--- src/rtl/qrs_pkg.sv ---
// Package for the quadratic root solver: widths, payload types, cell data types, count codes.
`timescale 1ns / 1ps
package qrs_pkg;

  localparam int WORD_BITS = 32;
  localparam int FRAC_BITS = 16;
  localparam int TOL_BITS  = 16;

  localparam logic [TOL_BITS-1:0] TOL_RESET = TOL_BITS'(66);

  // square root of the discriminant magnitude
  localparam int SQW  = WORD_BITS + 1;
  localparam int RADW = 2 * SQW;
  localparam int SRW  = SQW + 2;

  // divider
  localparam int DENW = WORD_BITS + 1;
  localparam int NMW  = WORD_BITS + 2;
  localparam int QW   = NMW + FRAC_BITS;

  localparam logic [1:0] CNT_NONE = 2'd0;
  localparam logic [1:0] CNT_ONE  = 2'd1;
  localparam logic [1:0] CNT_TWO  = 2'd2;
  localparam logic [1:0] CNT_INF  = 2'd3;

  typedef struct packed {
    logic signed [WORD_BITS-1:0] coef_quad;
    logic signed [WORD_BITS-1:0] coef_lin;
    logic signed [WORD_BITS-1:0] coef_const;
  } qrs_in_t;

  typedef struct packed {
    logic [1:0]                  root_count;
    logic signed [WORD_BITS-1:0] root_first;
    logic signed [WORD_BITS-1:0] root_second;
    logic                        overflow;
  } qrs_out_t;

  typedef struct packed {
    logic [SRW-1:0]  rem;
    logic [SQW-1:0]  root;
    logic [RADW-1:0] rad;
  } sqrt_data_t;

  typedef struct packed {
    logic [DENW-1:0] rem;
    logic [QW-1:0]   num;
    logic [QW-1:0]   quo;
    logic [DENW-1:0] den;
  } div_data_t;

endpackage

--- src/rtl/qrs_div_cell.sv ---
// One stage of the restoring divider chain: resolves one quotient bit per cycle.
`timescale 1ns / 1ps
module qrs_div_cell
  import qrs_pkg::*;
(
  input  logic      clk,
  input  div_data_t d_i,
  output div_data_t d_o
);

  logic [DENW:0] r2;
  logic          fit;
  div_data_t     d_nxt;
  div_data_t     d_r;

  always_comb begin
    r2        = {d_i.rem, d_i.num[QW-1]};
    fit       = r2 >= {1'b0, d_i.den};
    d_nxt.num = {d_i.num[QW-2:0], 1'b0};
    d_nxt.quo = {d_i.quo[QW-2:0], fit};
    d_nxt.den = d_i.den;
    if (fit) begin
      d_nxt.rem = DENW'(r2 - {1'b0, d_i.den});
    end else begin
      d_nxt.rem = DENW'(r2);
    end
  end

  always_ff @(posedge clk) begin
    d_r <= d_nxt;
  end

  assign d_o = d_r;

endmodule

--- config.mk ---
export PLATFORM = sky130hd
export DESIGN_NAME = qrs_div_cell
export DESIGN_NICKNAME = d
export VERILOG_FILES = /design/src/rtl/qrs_pkg.sv /design/src/rtl/qrs_div_cell.sv
export SDC_FILE = /design/constraint.sdc
export NUM_CORES = 1
export LEC_CHECK = 0
export BUFFER_PORTS_ARGS = -buffer_cell sky130_fd_sc_hd__buf_2
export CAP_MARGIN = 15
export CORE_AREA = 2 2 128 130
export DETAILED_ROUTE_END_ITERATION = 6
export DIE_AREA = 0 0 130 132
export PLACE_DENSITY = 0.72
export SYNTH_ARGS = -nofsm -noshare
export SYNTH_HDL_FRONTEND = slang
export SYNTH_SLANG_ARGS = --single-unit
--- constraint.sdc ---
create_clock -name clk -period 2.8 [get_ports clk]
set_input_delay 0.7 -clock clk [delete_from_list [all_inputs] [get_ports clk]]
set_output_delay 0.7 -clock clk [all_outputs]
set_load 0.02 [all_outputs]
==> results of run 1 <==
## worst max-delay path by stage
stage	slack (ps)	cells after the start	endpoint	from
after detailed placement	-390	13	d_o[140]	d_i[132]
after floorplan	-130	12	d_o[134]	d_i[132]
after global routing	-10	15	d_o[142]	d_i[132]
final	70	14	d_o[165]	d_i[132]
after global placement	-350	13	d_o[137]	d_i[132]
after CTS	40	14	d_o[165]	d_i[132]
## layout make-up
class / count / area [um^2] / area share
inverters: 45 / 181 / 0.0202
repair buffers: 417 / 2350 / 0.262
diodes: 3 / 7.51 / 0.000836
flip-flops and latches: 165 / 3300 / 0.368
clock inverters: 14 / 156 / 0.0174
clock buffers: 18 / 439 / 0.0489
multi-input cells: 305 / 2270 / 0.253
well taps: 216 / 270 / 0.0301
## synth_stat cells (3+ instances only)
| library cell | count | area (um^2) |
|---|---|---|
| nand2_1 | 42 | 158 |
| nor2b_1 | 3 | 18.8 |
| a31oi_1 | 3 | 18.8 |
| nand2b_1 | 4 | 25.0 |
| nor3_1 | 4 | 20.0 |
| dfxtp_1 | 165 | 3300 |
| buf_2 | 6 | 30.0 |
| o211ai_1 | 3 | 22.5 |
| inv_1 | 44 | 165 |
| and3_1 | 7 | 43.8 |
| nor4_1 | 3 | 18.8 |
| o21ai_2 | 20 | 175 |
| ha_1 | 33 | 413 |
| o21a_1 | 4 | 30.0 |
| clkbuf_1 | 3 | 11.3 |
| nand2_2 | 10 | 62.6 |
| a21oi_1 | 32 | 160 |
| buf_6 | 5 | 56.3 |
| o21ai_1 | 13 | 65.1 |
| nand4_1 | 5 | 31.3 |
| o31ai_1 | 4 | 30.0 |
| xnor2_1 | 15 | 131 |
| xor2_1 | 13 | 114 |
| nor2_1 | 14 | 52.6 |
| nand3_1 | 6 | 30.0 |
| a21o_1 | 12 | 90.1 |
| o21ai_0 | 14 | 70.1 |
| o21bai_1 | 6 | 45.0 |
## worst max-delay path, delay by kind of cell
kind | cells | cell delay, ps
buf+inv | 4 | 400
compound gates | 7 | 1280
fa+ha+maj | 2 | 460
xor+xnor | 1 | 190
## routing by layer
metal	part of all wire	global-route usage	vias up
met5	0.0013	0	-
met2	0.49	0.399	232
met4	0.020	0.0663	4
met3	0.11	0.123	36
li1	-	-	2671
met1	0.37	0.230	2458
## through the flow
stage / cells / area [um^2] / util / TNS, ps
finish: 1183 / 8980 / 0.571 / 0
global placement: 1142 / 8300 / 0.528 / -10610
detailed placement: 1142 / 8300 / 0.528 / -11820
CTS: 1174 / 8890 / 0.566 / 0
global route: 1180 / 8970 / 0.571 / -15.7
floorplan: 533 / 5900 / - / -1410
## report_power, final
part           internal, mW  switching, mW  leakage, nW  total, mW
Combinational         0.602          0.824         2.89       1.43
Clock                  1.22           1.10        0.290       2.32
Sequential             2.55         0.0469         1.39       2.59
## cells in the final DEF, fill, tap and decap left out, drive strengths merged, types with 5 or more instances in the layout
| cell | synthesis | final |
|---|---|---|
| a21o | 12 | 12 |
| a21oi | 34 | 34 |
| and3 | 9 | 9 |
| buf | 15 | 415 |
| clkbuf | 3 | 20 |
| clkinv | 0 | 5 |
| dfxtp | 165 | 165 |
| ha | 33 | 33 |
| inv | 45 | 53 |
| nand2 | 52 | 52 |
| nand3 | 6 | 6 |
| nand4 | 5 | 5 |
| nor2 | 14 | 14 |
| o21ai | 48 | 48 |
| o21bai | 6 | 6 |
| o31ai | 6 | 6 |
| xnor2 | 15 | 15 |
| xor2 | 13 | 13 |
## cells by family after synthesis
family                     after synthesis  share of synthesized area
AOI/OAI and AO/OA                      136                      0.172
xor gates and xnor gates                28                     0.0420
adders and majority gates               34                     0.0741
buffers and inverters                   63                     0.0550
DFF                                    165                      0.565
muxes                                    1                    0.00257
other                                    1                   0.000642
and+or+nand+nor                        105                     0.0887
## what timing repair did
item                       CTS  global route
gates resized for setup      0             3
hold endpoints to repair     0             0
setup endpoints to repair    0            24
buffers inserted             0             5
==> reports/summary.md, run 1 <==
In the synthesized netlist the dominant register cell turns out to be dfxtp_1. The run finished with clean final reports. In this run, the number of DRC markers left after iteration 0 of detailed routing was 199.

The tools report the startpoint kind of the worst setup timing path as an input port. The number of max-capacitance violations reported was 0. At the worst endpoint, the required time is 3110 ps. Clock-pin slew was measured on the worst setup and hold paths at 70 ps. Setup slack closes at 68.6 ps. For the proportion of synthesized chip area in sequential cells, the log shows 0.565. TritonCTS built the clock tree. The number of CTS-inserted buffers is 17, and the final wirelength is 20.2 mm. Final hold analysis gives a worst-case slack of 369 ps. After synthesis, the netlist uses 61 different library cells. For the leakage component of the power, the log shows 4.57 nW. The shortest clock period the worst path allows after layout was 2730 ps; the power density over the cells was 707 mW/mm^2. Number of nets with antenna violations after routing: 0. The mean post-synth cell area is 11.0 um^2, and the quantity of I/O buffers inserted on ports is 330. The die is 132 um tall.

The tools report the final net count as 1152. The logs give 0.372 for the effective utilization at floorplan and 0 for the setup-violating endpoint count in the final report. Async set-reset flop share out of synthesis: 0. The final number of max-transition violations came out at 0. Number of synthesized flops with an enable pin: 0.

Entering global routing, the biggest net connects 30 pins. The headroom to the max-slew limit is 0.625. The tools report the worst-case hold path end point as d_o[125]. The tools report the die footprint as 0.0172 mm^2. The register with the most flip-flops in the layout has 165 of them.

The run gives 5458 as the via count of the first global-routing pass. The tree is rooted in a clkbuf_16. The via count is 5401. The initial antenna violation count is 5.

The count of synthesis-stage warnings from yosys was 0; the post-synthesis instance total was 533. Buffer levels on the longest clock path: 2. The critical path is of the input port to flip-flop type. The critical path goes through clkbuf_4 > inv_12 > ha_4 > inv_2 > fa_2 > a21o_1 > a221oi_4 > o211a_1 > o21ai_2 > a211oi_2 > buf_4 > o311ai_2 > xnor2_1 > o21ai_1.

The run gives 0.00584 mm^2 as the cell area after technology mapping. The run gives 734 as the net count after synthesis. The final worst-path cycle share was 0.976. The tools report the startpoint of the tightest hold check path as d_i[124]. The wire length of the first global-routing pass was 29.3 mm.

The run gives 0.227 as the global-route total usage across every layer. The worst setup path is captured at a flip-flop. The wire length per cell after detailed routing works out to 17.0 um. For this design, the CTS-stage hold fixing added 0 buffers. The number of instances on the worst hold path was 1; the area growth from synthesis to layout was 53.7%. For this run, the top clock speed supported by timing is 0.366 GHz. The first detailed-routing pass took 4 iterations. Of all nets on the critical path, the largest fanout is 3. The logs give 333 for the top-level port count and 16.4 mm for the detailed-placement wirelength estimate.

The total overflow left after global routing is 0. The share of post-route cells with drive strength above 1 came out at 0.522. The number of rows created at floorplan is 46, and the die width is 130 um. The logs give 4 for the H-tree level count and 3040 ps for the critical path data arrival time.

For this run, design rule violations remaining after detail routing come to 0. The overall power after layout was 6.34 mW; the number of sinks driven by the clock tree was 165. The area of the core is 0.0157 mm^2. The routability-driven placement congestion ratio came out at 0.889. The final number of hold-violating endpoints is 0, and the number of fillers in the final layout is 1391.

After detailed routing, the number of vias per cell comes to 4.57. Timing analysis after detailed placement gives a worst setup slack of -386 ps. For the pin with the worst max-slew slack, the measured transition is 555 ps.

The run gives 0.406 mV as the worst supply voltage drop on vdd. Among all stages on the critical path, the largest delay is contributed by fa_2. The tightest min-delay check is of the input port to flip-flop type. The critical path's largest stage delay is 340 ps.

After synthesis the netlist holds a flip-flop and latch count of 165.
Power figures use the tool's default switching activity.
==> inputs of run 2 (changes only) <==
- CORE_AREA: 2 2 128 130 -> 3 3 129 131
- DIE_AREA: 0 0 130 132 -> 0 0 132 134
- RECOVER_POWER: not set -> 25
==> run 2 against run 1 <==
  * Global-route usage fell by 1.5 points
  * Clock power barely moved
  * Critical path depth fell by 1
  * Power fell by 0.74%
  * Worst setup slack improved by 31 ps
  * Critical path type unchanged
  * Critical endpoint unchanged
  * Highest routed layer unchanged
==> reports/summary.md, run 2 (synthesis results as in run 1) <==
The startpoint of the tightest hold check path was d_i[88]. Final core area utilization: 0.568. The worst setup path is captured at a flip-flop.

The register with the most flip-flops in the layout has 165 of them. For the wire length of the first global-routing pass, the log shows 29.0 mm. Final worst-path cycle share: 0.964. Port buffering added 330 buffers. Based on the critical path, the design can be clocked at up to 0.370 GHz.

Number of instances on the worst hold path: 1. The run gives 0 as the final number of hold-violating endpoints. The die width came out at 132 um. In this run the standard cell core region covers 0.0157 mm^2. Leaving out fill and tap cells, the most frequent cells in the layout are 330 x buf_2, 165 x dfxtp_1, 82 x buf_4. Data on the critical path arrives at its endpoint at 3020 ps.

The logs give 5340 for the via count of the first global-routing pass and 4 for the H-tree level count. Number of cells in the finished layout apart from fillers: 1178. The leakage component of the power came out at 4.55 nW. The highest net fanout along the worst path is 3. The filler cells instantiated in the layout total 1391. The register clock-pin slew on the reported worst setup and hold paths is 80 ps.

After detailed routing, the average wire length per cell comes to 16.4 um. 333 I/O pins were placed. Dividing the detail-routed via count by the number of cells gives 4.51. The run finished with clean final reports. The path class of the tightest hold or removal check is input port to flip-flop. The final wirelength came out at 19.3 mm. Most common cell after layout, fill and taps aside: buf_2. The floorplan has 46 rows. The initial antenna violation count was 2.

The run gives 23 as the maximum number of pins on one net before global-route repair. After the first detailed-routing iteration, the DRC count stood at 124. Setup violations remaining at the end of the flow were counted as 0. The cell sitting at the root of the clock tree is a clkbuf_16. TritonCTS built the clock tree. The power density over the cells is 705 mW/mm^2. The routed layout has 5315 vias. Effective utilization at floorplan: 0.372. The largest individual stage delay along the critical path comes from the cell fa_2. The logs give 17 for the number of CTS-inserted buffers and 15.8 mm for the detailed-placement wirelength estimate. Area growth from synthesis to layout: 52.9%.

The tree built by TritonCTS fans out to 165 sinks. For this run, the post-layout net count is 1151. No sink is reached through more buffers than the 2 on the longest clock path. The tools report the final number of max-transition violations as 0. The startpoint kind of the worst setup timing path was an input port. Critical path's largest stage delay: 370 ps. After detailed routing, the number of remaining DRC violations is 0. In this run, post-CTS hold repair placed 0 buffers. At the worst endpoint, the required time is 3120 ps. Max-cap violations in this run came to 0. Number of inserted diodes: 0. The shortest clock period the worst path allows after layout works out to 2700 ps. Before CTS, the worst setup slack after placement is -406 ps. Setup repair after global routing could not meet its margin everywhere.

The critical path is of the input port to flip-flop type. Global-route total usage across every layer: 0.212. The detail route stage leaves a number of antenna-violating nets equal to 0. The height of the chip came out at 134 um.

The tools report the overall overflow remaining after global route as 0. The signal on the critical path passes through buf_2 > inv_12 > ha_4 > inv_2 > fa_2 > a21o_1 > a221oi_4 > o211a_1 > o21ai_2 > a211oi_2 > o311ai_1 > xnor2_1 > o21ai_1. For the final routed database, the setup TNS stands at 0 ps. Across all hold checks on the routed design, the worst slack comes to 360 ps. The share of post-route cells with drive strength above 1 is 0.520, and the die footprint is 0.0177 mm^2.

The number of detailed-route iterations in the first pass came out at 4. After layout, the worst setup slack is 100 ps. The run gives 1146 as the placed instance count.

The worst hold path terminates at d_o[89]. For the pin with the worst max-slew slack, the measured transition is 485 ps. The headroom to the max-slew limit was 0.669.

The routability-driven placement congestion ratio came out at 0.917. VDD sags by at most 0.453 mV.
run 2: changes by cell type in the layout (fill, tap and decap cells not counted), sizes merged:
cell / previous run / this run
clkinvlp: 1 / 0
buf: 415 / 416
inv: 53 / 54
clkbuf: 20 / 17
diode: 3 / 0
run 2: layout make-up:
| class | count | area [um^2] | share of cell area |
|---|---|---|---|
| Sequential cell | 165 | 3300 | 0.370 |
| Clock inverter | 14 | 153 | 0.0171 |
| Tap cell | 216 | 270 | 0.0303 |
| Timing Repair Buffer | 416 | 2340 | 0.262 |
| Inverter | 45 | 181 | 0.0203 |
| Multi-Input combinational cell | 305 | 2260 | 0.253 |
| Clock buffer | 17 | 425 | 0.0476 |
run 2: worst max-delay path by stage:
stage | start | to | slack [ps]
final | d_i[132] | d_o[165] | 100
after global routing | d_i[132] | d_o[160] | -20
after CTS | d_i[132] | d_o[165] | 30
after detailed placement | d_i[132] | d_o[165] | -410
after global placement | d_i[132] | d_o[165] | -380
after floorplan | d_i[132] | d_o[134] | -130
run 2: per-layer routing:
layer / GRT usage / up-vias / wire [um]
met5: 0 / - / 23
met1: 0.244 / 2443 / 7800
met4: 0.0473 / 4 / 205
li1: - / 2650 / -
met2: 0.375 / 196 / 9830
met3: 0.0795 / 22 / 1460
run 2: through the flow:
stage | power [mW] | area [um^2]
3_5_place_dp | 4.05 | 8340
4_1_cts | 6.36 | 8920
2_1_floorplan | 3.45 | 5900
5_1_grt | 6.57 | 8930
6_report | 6.30 | 8930
3_3_place_gp | 4.04 | 8340
run 2: power breakdown:
part           internal, mW  leakage, nW  switching, mW  total (mW)
Sequential             2.55         1.39         0.0512        2.60
Combinational         0.598         2.88          0.807        1.41
Clock                  1.19        0.286           1.10        2.29
run 2: timing repair:
| action | CTS | global route |
|---|---|---|
| buffers inserted | 0 | 1 |
| resized for setup | 0 | 1 |
| setup endpoints to repair | 0 | 31 |
run 2: critical path: cells and delay by family:
kind | cells | cell delay, ps
compound gates | 7 | 1410
xor+xnor | 1 | 170
fa+ha+maj | 2 | 490
buf+inv | 3 | 240
